`src/tcfs_pkg.sv`:
```
// ----------------------------------------------------------------------------
// tcfs_pkg
// Shared types and constants for the triangle cull and flat shade block.
// ----------------------------------------------------------------------------
`timescale 1ns / 1ps

package tcfs_pkg;

   // vertex fixed point format
   localparam int VFB = 12;

   // register indexes
   localparam logic CSR_HALF_WIDTH  = 1'b0;
   localparam logic CSR_HALF_HEIGHT = 1'b1;
   localparam int   CSR_W           = 12;

   // normal arithmetic widths, set by the fixed 16-bit vertex fields
   localparam int EDGE_W = 17;
   localparam int PROD_W = 34;
   localparam int MAG_W  = 33;
   localparam int SQ_W   = 66;
   localparam int LEN_W  = 68;
   localparam int WIDE_W = 86;

   // screen mapping widths and constants
   localparam int SCR_WW    = ((VFB + 3) > 18) ? (VFB + 4) : 19;
   localparam int SCR_PW    = SCR_WW + 13;
   localparam int SCR_SHIFT = VFB - 4;
   localparam int REC3      = 349526;   // ceil(2^20 / 3)

   typedef struct packed {
      logic signed [15:0] a_x;
      logic signed [15:0] a_y;
      logic signed [15:0] a_z;
      logic signed [15:0] b_x;
      logic signed [15:0] b_y;
      logic signed [15:0] b_z;
      logic signed [15:0] c_x;
      logic signed [15:0] c_y;
      logic signed [15:0] c_z;
   } req_type;

   typedef struct packed {
      logic        [7:0]  brightness;
      logic        [23:0] packed_color;
      logic signed [15:0] screen_a_x;
      logic signed [15:0] screen_a_y;
      logic signed [15:0] screen_b_x;
      logic signed [15:0] screen_b_y;
      logic signed [15:0] screen_c_x;
      logic signed [15:0] screen_c_y;
   } rsp_type;

   typedef struct packed {
      logic signed [15:0] a_x;
      logic signed [15:0] a_y;
      logic signed [15:0] b_x;
      logic signed [15:0] b_y;
      logic signed [15:0] c_x;
      logic signed [15:0] c_y;
   } screen_type;

endpackage

```
`src/tcfs_screen_lane.sv`:
```
// ----------------------------------------------------------------------------
// tcfs_screen_lane
// Maps one vertex coordinate to a saturated Q12.4 screen value, 3 stages.
// ----------------------------------------------------------------------------
`timescale 1ns / 1ps

module tcfs_screen_lane
   import tcfs_pkg::*;
(
   input  logic                clock,
   input  logic signed [15:0]  coord,
   input  logic [CSR_W-1:0]    half,
   output logic signed [15:0]  screen
);

   localparam logic signed [SCR_WW-1:0] OFFS = SCR_WW'(3 << VFB);
   localparam logic signed [SCR_PW-1:0] YMAX = SCR_PW'(98303);
   localparam logic signed [SCR_PW-1:0] YMIN = -SCR_PW'(98304);

   logic signed [SCR_WW-1:0] w;
   logic signed [SCR_PW-1:0] prod_in, prod_ff;
   logic signed [SCR_PW-1:0] y, yc, ysum;
   logic [17:0]              x;
   logic [36:0]              quo_in, quo_ff;
   logic signed [15:0]       screen_in, screen_ff;

   // stage 1: (2v + 3*2^F) * half
   always_comb begin
      w       = (SCR_WW'(coord) <<< 1) + OFFS;
      prod_in = SCR_PW'(w) * $signed({1'b0, half});
   end

   always_ff @(posedge clock) begin
      prod_ff <= prod_in;
   end

   // stage 2: scale to q.4, clamp, divide by 3 through reciprocal
   always_comb begin
      y = prod_ff >>> SCR_SHIFT;
      if (y > YMAX) begin
         yc = YMAX;
      end else if (y < YMIN) begin
         yc = YMIN;
      end else begin
         yc = y;
      end
      ysum   = yc + SCR_PW'(98304);
      x      = ysum[17:0];
      quo_in = 37'(x) * 37'(REC3);
   end

   always_ff @(posedge clock) begin
      quo_ff <= quo_in;
   end

   // stage 3: remove the offset of 32768
   always_comb begin
      screen_in = $signed(quo_ff[35:20] ^ 16'h8000);
   end

   always_ff @(posedge clock) begin
      screen_ff <= screen_in;
   end

   assign screen = screen_ff;

endmodule

```
`config.mk`:
```
export PLATFORM = sky130hd
export DESIGN_NAME = tcfs_screen_lane
export DESIGN_NICKNAME = d
export VERILOG_FILES = /design/src/tcfs_pkg.sv /design/src/tcfs_screen_lane.sv
export SDC_FILE = /design/constraint.sdc
export NUM_CORES = 1
export LEC_CHECK = 0
export BUFFER_PORTS_ARGS = -buffer_cell sky130_fd_sc_hd__buf_2
export CAP_MARGIN = 20
export CELL_PAD_IN_SITES_DETAIL_PLACEMENT = 1
export CELL_PAD_IN_SITES_GLOBAL_PLACEMENT = 2
export CORE_UTILIZATION = 39
export DETAILED_ROUTE_END_ITERATION = 8
export PLACE_DENSITY_LB_ADDON = 0.1
export SKIP_LAST_GASP = 1
export SYNTH_ARGS = -nofsm -noshare
export SYNTH_HDL_FRONTEND = slang
export SYNTH_SLANG_ARGS = --single-unit
```
`constraint.sdc`:
```
create_clock -name clock -period 8.9 [get_ports clock]
set_clock_uncertainty 0.1 [all_clocks]
set_input_delay 0.89 -clock clock [delete_from_list [all_inputs] [get_ports clock]]
set_output_delay 0.89 -clock clock [all_outputs]
set_load 0.01 [all_outputs]
```
==> results.toml <==
[run_status]
status = "finished clean"

[finish]
nNetsFinal = 2060
area_growth_pct = 5.982
antennaDiodeCount = 0
drive_above_1_share = 0.04614

[global_routing]
antenna_found_initial = 0
grt_pass1_vias = 10690
overflow = 0
grt_pass1_wl_um = 55910
grt.total_usage = 0.1945
grt_max_degree = 21

[sta]
rsz0062_at_grt = "no"
slew_headroom = 0.3017
final-hold-violation-count = 0
fin_tns_setup_ns = 0
drv_slew = 0
max_freq_mhz = 134.4
setup_viol = 0
period_minus_slack_ns = 7.443
worst_pin_slew_ns = 1.040
timing.final.crit_share = 0.8362

[drt]
ant_nets = 0
firstDrtPassIters = 4
vias = 9441
viasPerCell = 4.773
drcViolationCount = 0
drt-initial-drc-count = 253
drt-wirelength-per-cell_um = 17.06
finalWirelength_um = 33740

[worst_hold_path]
hold_class = "reg2reg"

[synthesis]
yosys.cell_types.count = 51
synth_edf_count = 0
synth_nets = 2041
ys_ff_latch = 55
syn_area_um2 = 14220
yosysWarnings = 0
yosysSeqAreaShare = 0.07741
syn_area_per_cell_um2 = 9.501
synthFlopType = "dfxtp_1"
async_reset_ff_frac = 0
syn_inst = 1497

[clock_tree]
cts_made_buffers = 5
tritoncts = "yes"
clock_tree.root_cell = "clkbuf_16"
cts_setup_buffers = 0
clock-sinks = 55
worstSkewPairLatency_ns = 0.31
ctsHoldBuffers = 0
clkTransAtPathRegs_ns = 0.08
cts_resized = 0
cts_max_path_buffers = 2
htreeDepth = 2

[critical_path]
worstPathCellList = "nand4_1 -> o21ai_1 -> a21oi_1 -> ha_1 -> xnor2_1 -> ha_1 -> ha_1 -> fa_1 -> fa_1 -> fa_1 -> inv_1 -> fa_1 -> inv_1 -> ha_1 -> nand4_1 -> a211oi_1 -> o21ai_0 -> a21boi_0 -> nor2_1 -> o21ai_0 -> xor2_1"
crit_path_max_incr_delay_ns = 0.83
slowest_stage = "o21ai_1"
arrival_ns = 7.59
cp_max_fo = 17
cp-start-kind = "flop"
worstPathRequired_ns = 9.04
crit_buf_inv = 2
path_class = "reg2reg"
end_kind = "flop"
critical-path-top-delay-family = "adder cells"
ff2ff_setup_slack_ns = 1.46

[floorplan]
row_count = 69
num_io_pins = 45
dieArea_um2 = 37240
core_area_um2 = 35740
initial_core_util = 0.3980
die_x_um = 193.0
die_h_um = 193.0

[placed_design]
place_hpwl_um = 30580
gp_congestion = 0.8387
portBuffers = 44

[job]
cap_violations = 0
-- layout make-up --
class                   count  area, um^2
repair buffers             48       250.2
clock buffers               5       125.1
inverters                 431        1618
multi-input cells         975       11370
clock inverters             3       33.78
flip-flops and latches     55        1101
fillers                  4145       20670
well taps                 461       576.8
-- layout by cell type (no fill, tap or decap), drive strengths merged, types with 7 or more instances in the layout --
master and n:
xnor2 32, o21a 7, nand4 7, and2 88, a21o 22, and3 13
o21ai 21, xor2 16, dfxtp 55, nand2 108, nor2 32, nand2b 12
inv 432, fa 294, ha 221, buf 48, nor2b 16, a21oi 31
-- per-layer routing --
metal,vias to the layer above,share of wire,wire [um],GRT usage
met5,-,0,0,0
met4,0,0.016,537,0.03906
met3,28,0.015,510,0.01104
met2,83,0.50,16850,0.3510
met1,4838,0.47,15840,0.2572
li1,4492,-,-,-
-- state kept, by name, summed over array words and instances (netlist names) --
name / flops
prod_ff: 23
quo_ff: 16
screen: 16
-- final timing paths --
check,from,end,cells past startpoint
hold reg to reg,quo_ff[22],screen[2],0
setup / recovery,prod_ff[25],quo_ff[30],21
setup reg to reg,prod_ff[25],quo_ff[30],21
hold / removal,quo_ff[22],screen[2],0
-- cells in the mapped netlist, drive strengths merged, types with 5 or more instances --
master / instances / area share
inv: 431 / 0.11
fa: 294 / 0.41
ha: 221 / 0.19
nand2: 108 / 0.029
and2: 88 / 0.039
dfxtp: 55 / 0.077
clkbuf: 36 / 0.0095
nor2: 32 / 0.0086
xnor2: 32 / 0.020
a21oi: 31 / 0.011
a21o: 22 / 0.012
o21ai: 21 / 0.0077
nor2b: 16 / 0.0070
xor2: 16 / 0.0099
and3: 13 / 0.0061
nand2b: 12 / 0.0055
nand4: 7 / 0.0031
o21a: 7 / 0.0037
a211oi: 6 / 0.0035
nor3: 6 / 0.0021
o211ai: 5 / 0.0026
-- through the flow --
stage | setup slack [ns] | instances | instance area (um^2) | hold WS [ns] | utilization
after floorplan | 2.499 | 1497 | 14220 | 0.2096 | -
after global placement | 1.645 | 1970 | 14920 | 0.2112 | 0.4173
after detailed placement | 1.434 | 1970 | 14920 | 0.2135 | 0.4173
after CTS | 1.446 | 1978 | 15070 | 0.2351 | 0.4218
after global routing | 1.132 | 1978 | 15070 | 0.2375 | 0.4218
final | 1.457 | 1978 | 15070 | 0.2314 | 0.4218
-- cells by family after synthesis --
| logic type | Yosys count | synth area share |
|---|---|---|
| adders and majority gates | 515 | 0.6082 |
| buffers and inverters | 467 | 0.1232 |
| and+or+nand+nor | 294 | 0.1050 |
| AOI/OAI and AO/OA | 118 | 0.05656 |
| DFF | 55 | 0.07741 |
| xor gates and xnor gates | 48 | 0.02956 |
Power is not shown: default switching activity piles up to over one toggle a cycle in this logic, so the estimate is an artifact.
