**config.mk**
```make
export PLATFORM = sky130hd
export DESIGN_NAME = tcfs_normal_lane
export DESIGN_NICKNAME = d
export VERILOG_FILES = /design/src/tcfs_pkg.sv /design/src/tcfs_normal_lane.sv
export SDC_FILE = /design/constraint.sdc
export NUM_CORES = 2
export LEC_CHECK = 0
export BUFFER_PORTS_ARGS = -buffer_cell sky130_fd_sc_hd__buf_2
export CAP_MARGIN = 10
export CORE_MARGIN = 2
export CORE_UTILIZATION = 30
export DETAILED_ROUTE_END_ITERATION = 8
export GPL_ROUTABILITY_DRIVEN = 0
export GPL_TIMING_DRIVEN = 0
export PLACE_DENSITY = 0.49
export SETUP_SLACK_MARGIN = 0.1
export SKIP_CTS_REPAIR_TIMING = 1
export SYNTH_ARGS = -nofsm -noshare
export SYNTH_HDL_FRONTEND = slang
export SYNTH_SLANG_ARGS = --single-unit
```
**constraint.sdc**
```tcl
create_clock -name clock -period 17.95 [get_ports clock]
set_clock_uncertainty 0.2 [all_clocks]
set_input_delay 0.8975 -clock clock [delete_from_list [all_inputs] [get_ports clock]]
set_output_delay 0.8975 -clock clock [all_outputs]
set_load 0.005 [all_outputs]
```
**src/tcfs_pkg.sv**
```systemverilog
// ----------------------------------------------------------------------------
// tcfs_pkg
// Shared types and constants for the triangle cull and flat shade block.
// ----------------------------------------------------------------------------
`timescale 1ns / 1ps

package tcfs_pkg;

   // vertex fixed point format
   localparam int VFB = 12;

   // register indexes
   localparam logic CSR_HALF_WIDTH  = 1'b0;
   localparam logic CSR_HALF_HEIGHT = 1'b1;
   localparam int   CSR_W           = 12;

   // normal arithmetic widths, set by the fixed 16-bit vertex fields
   localparam int EDGE_W = 17;
   localparam int PROD_W = 34;
   localparam int MAG_W  = 33;
   localparam int SQ_W   = 66;
   localparam int LEN_W  = 68;
   localparam int WIDE_W = 86;

   // screen mapping widths and constants
   localparam int SCR_WW    = ((VFB + 3) > 18) ? (VFB + 4) : 19;
   localparam int SCR_PW    = SCR_WW + 13;
   localparam int SCR_SHIFT = VFB - 4;
   localparam int REC3      = 349526;   // ceil(2^20 / 3)

   typedef struct packed {
      logic signed [15:0] a_x;
      logic signed [15:0] a_y;
      logic signed [15:0] a_z;
      logic signed [15:0] b_x;
      logic signed [15:0] b_y;
      logic signed [15:0] b_z;
      logic signed [15:0] c_x;
      logic signed [15:0] c_y;
      logic signed [15:0] c_z;
   } req_type;

   typedef struct packed {
      logic        [7:0]  brightness;
      logic        [23:0] packed_color;
      logic signed [15:0] screen_a_x;
      logic signed [15:0] screen_a_y;
      logic signed [15:0] screen_b_x;
      logic signed [15:0] screen_b_y;
      logic signed [15:0] screen_c_x;
      logic signed [15:0] screen_c_y;
   } rsp_type;

   typedef struct packed {
      logic signed [15:0] a_x;
      logic signed [15:0] a_y;
      logic signed [15:0] b_x;
      logic signed [15:0] b_y;
      logic signed [15:0] c_x;
      logic signed [15:0] c_y;
   } screen_type;

endpackage

```
**src/tcfs_normal_lane.sv**
```systemverilog
// ----------------------------------------------------------------------------
// tcfs_normal_lane
// One normal component p*q - r*s and its exact square, 4 stages.
// ----------------------------------------------------------------------------
`timescale 1ns / 1ps

module tcfs_normal_lane
   import tcfs_pkg::*;
(
   input  logic                     clock,
   input  logic signed [EDGE_W-1:0] p,
   input  logic signed [EDGE_W-1:0] q,
   input  logic signed [EDGE_W-1:0] r,
   input  logic signed [EDGE_W-1:0] s,
   output logic [SQ_W-1:0]          sq,
   output logic                     pos
);

   logic signed [PROD_W-1:0] pq_ff, rs_ff, n_ff;
   logic signed [PROD_W-1:0] n_abs;
   logic [MAG_W-1:0]         mag;
   logic [31:0]              hh_ff;
   logic [32:0]              hl_ff;
   logic [33:0]              ll_ff;
   logic                     pos1_ff, pos2_ff;
   logic [SQ_W-1:0]          sq_in, sq_ff;

   // products
   always_ff @(posedge clock) begin
      pq_ff <= PROD_W'(p) * PROD_W'(q);
      rs_ff <= PROD_W'(r) * PROD_W'(s);
   end

   // difference
   always_ff @(posedge clock) begin
      n_ff <= pq_ff - rs_ff;
   end

   // magnitude split into 16 high and 17 low bits
   always_comb begin
      n_abs = n_ff[PROD_W-1] ? -n_ff : n_ff;
      mag   = n_abs[MAG_W-1:0];
   end

   always_ff @(posedge clock) begin
      hh_ff   <= 32'(mag[32:17]) * 32'(mag[32:17]);
      hl_ff   <= 33'(mag[32:17]) * 33'(mag[16:0]);
      ll_ff   <= 34'(mag[16:0]) * 34'(mag[16:0]);
      pos1_ff <= (n_ff > 0);
   end

   // recombine partial products
   always_comb begin
      sq_in = (SQ_W'(hh_ff) << 34) + (SQ_W'(hl_ff) << 18) + SQ_W'(ll_ff);
   end

   always_ff @(posedge clock) begin
      sq_ff   <= sq_in;
      pos2_ff <= pos1_ff;
   end

   assign sq  = sq_ff;
   assign pos = pos2_ff;

endmodule

```
==> results.toml <==
[clocking]
cts-root-buf = "clkbuf_16"
cts_num_sinks = 266
cts_tree = "yes"
clk_latency_ns = 0.59
cts_buffers = 35
h-tree-depth = 2
clkTransAtPathRegs_ns = 0.06
clock_path_buffers = 3

[placement]
dp_cells = 8346
dp_hpwl_mm = 128.4
io_buffer_count = 118

[synth]
syn_avg_cell_area_um2 = 9.236
yosys_warnings = 0
syn-num-nets = 7634
synth-main-ff-cell = "dfxtp_1"
syn_area_um2 = 54200
synth_edf_count = 0
synth-async-reset-ratio_pct = 0
ys_seq_area_share_pct = 9.825
ys_seq_elements = 266
synth_cell_types = 93
syn_inst = 5868

[die]
die_y_um = 429.0
core_um2 = 179000
die-area_um2 = 184100
start_util_pct = 30.28
core.rowCount = 155
dieWidth_um = 429.0
io_pins = 136

[outcome]
status = "completed"

[routing]
postRouteAntennaNets = 0
wl_per_cell_um = 18.02
drc = 0
dr.pass1.iters = 6
wl_mm = 151.6
vias_per_cell = 4.592
drtIter0Drc = 2168
vias = 38634

[timing]
whs_ns = 0.1235
slew_headroom_pct = 8.663
min_period_over_period_pct = 62.23
slew_viol_final = 0
setup_violations = 0
hold_viol_final = 0
fmax_ghz = 0.08952
final.setup.tns_ns = 0
finalCriticalPeriod_ns = 11.17
tightest_slew_ns = 1.365
rsz0062_at_grt = "no"

[global_routing]
grt_pass1_wl_mm = 238.3
grt_overflow = 0
grt_pass1_vias = 41868
grt_use_total_pct = 16.81
antenna_found_initial = 7
grt_max_degree = 13

[finish]
layout-drive-gt1-share_pct = 4.558
area_growth_pct = 8.900
nFillCells = 18802
nets = 7795
instances_no_fill = 8413
post-route-util_pct = 32.97

[setup_path]
required_ns = 18.22
cp.arrival_ns = 11.44
crit_top_cell = "fa_1"
critPathMaxStageDelay_ns = 0.96
cp_slowest_cell = "xor2_1"
setup.worst_path.start_class = "flop"
cp-end-kind = "flop"
critPathMaxFanout = 11
crit_type = "reg2reg"

[flow_run]
max_cap_viol_count = 0

[hold_path]
hold_path.class = "reg2reg"
==> logic make-up (layout without fill, tap and decap cells) <==
kind of cell / Yosys count / after routing / share of synthesized area [%]
AOI/OAI and AO/OA: 517 / 517 / 6.339
xor gates and xnor gates: 282 / 282 / 4.675
adders and majority gates: 1697 / 1697 / 55.22
buffers and inverters: 1568 / 1755 / 10.94
DFF: 266 / 266 / 9.825
muxes: 5 / 5 / 0.09696
other: 1 / 4 / 0.006919
and+or+nand+nor: 1532 / 1532 / 12.90
==> area by class of cell <==
class | count | area, um^2 | share of cell area [%]
tap | 2355 | 2947 | 4.992
sequential | 266 | 5325 | 9.022
clock inverter | 19 | 180.2 | 0.3053
antenna | 3 | 7.507 | 0.01272
timing repair buffer | 124 | 665.6 | 1.128
multi-input combinational | 4034 | 42990 | 72.85
buffer | 180 | 720.7 | 1.221
inverter | 1388 | 5210 | 8.827
clock buffer | 44 | 970.9 | 1.645
==> sequential cells by signal (all words and copies together), names as in the netlist <==
signal,count
pos1_ff,1
pq_ff,34
sq,65
n_ff,34
ll_ff,33
hh_ff,31
rs_ff,34
hl_ff,33
pos,1
==> cells in the mapped netlist (11+ instances only) <==
| library cell | n | share of area [%] |
|---|---|---|
| inv_1 | 1375 | 9.5 |
| fa_1 | 1158 | 43 |
| nand2_1 | 694 | 4.8 |
| ha_1 | 539 | 12 |
| nor2_1 | 357 | 2.5 |
| dfxtp_1 | 266 | 9.8 |
| and2_1 | 240 | 2.8 |
| xnor2_1 | 188 | 3.0 |
| a21oi_1 | 166 | 1.5 |
| clkbuf_1 | 154 | 1.1 |
| a21o_1 | 89 | 1.2 |
| xor2_1 | 87 | 1.4 |
| o21ai_0 | 86 | 0.79 |
| nand2b_1 | 63 | 0.73 |
| nand3_1 | 29 | 0.27 |
| and3_1 | 28 | 0.32 |
| o21bai_1 | 27 | 0.37 |
| nor2b_1 | 25 | 0.29 |
| nor3_1 | 25 | 0.23 |
| o21a_1 | 20 | 0.28 |
| buf_2 | 18 | 0.17 |
| a31oi_1 | 17 | 0.20 |
| o31ai_1 | 13 | 0.18 |
| nand4_1 | 11 | 0.13 |
==> final timing paths <==
kind / from / depth (start not counted) / slack (ns) / to
hold / removal: ll_ff[17] / 0 / 0.12 / sq[17]
setup / recovery: n_ff[0] / 31 / 6.78 / hl_ff[32]
hold reg to reg: ll_ff[17] / 0 / 0.12 / sq[17]
setup reg to reg: n_ff[0] / 31 / 6.78 / hl_ff[32]
==> through the flow <==
stage | worst slack (ns) | area, um^2
after floorplan | 9.773 | 54200
after global placement | 6.116 | 57730
after detailed placement | 6.942 | 57850
after CTS | 6.929 | 59010
after global routing | 6.414 | 59010
final | 6.779 | 59020
==> critical path: cells and delay by family (launching register included) <==
| family | cells | cell delay [ns] |
|---|---|---|
| AO/OA/AOI/OAI | 10 | 2.80 |
| XOR/XNOR | 2 | 1.30 |
| adder cells (fa/ha/maj) | 8 | 3.65 |
| buffers and inverters | 7 | 1.91 |
| flip-flops | 1 | 0.45 |
| AND/OR/NAND/NOR | 4 | 0.74 |
==> per-layer routing <==
metal,vias to the layer above,GRT usage [%],part of all wire [%]
met5,-,0,0
met4,0,4.883,3.1
met3,196,2.447,5.7
met2,934,29.52,49
met1,19631,21.31,42
li1,17873,-,-
==> layout by cell type, fill, tap and decap left out, types with 6 or more instances in the layout <==
master | Yosys | layout
clkbuf_16 | 0 | 36
xor2_2 | 6 | 8
a211oi_1 | 10 | 10
and3_1 | 28 | 28
o21bai_1 | 27 | 27
clkinv_2 | 0 | 9
ha_1 | 539 | 539
inv_2 | 8 | 8
nor3_1 | 25 | 25
nand2_1 | 694 | 694
a211o_1 | 6 | 6
inv_1 | 1375 | 1375
and2_1 | 240 | 240
a21o_1 | 89 | 89
dfxtp_1 | 266 | 266
nor2b_1 | 25 | 25
nand2b_1 | 63 | 63
nand4_1 | 11 | 11
a21oi_1 | 166 | 166
xnor2_1 | 188 | 183
buf_2 | 18 | 136
or3_1 | 9 | 9
xor2_1 | 87 | 85
clkbuf_1 | 154 | 158
o21a_1 | 20 | 20
o21ai_0 | 86 | 86
nor2_1 | 357 | 357
nand3_1 | 29 | 29
a31oi_1 | 17 | 17
nor4_1 | 9 | 9
a31o_2 | 6 | 6
or2_2 | 9 | 9
o31ai_1 | 13 | 13
fa_1 | 1158 | 1158
o211ai_1 | 7 | 7
Power is not shown: default switching activity piles up to over one toggle a cycle in this logic, so the estimate is an artifact.
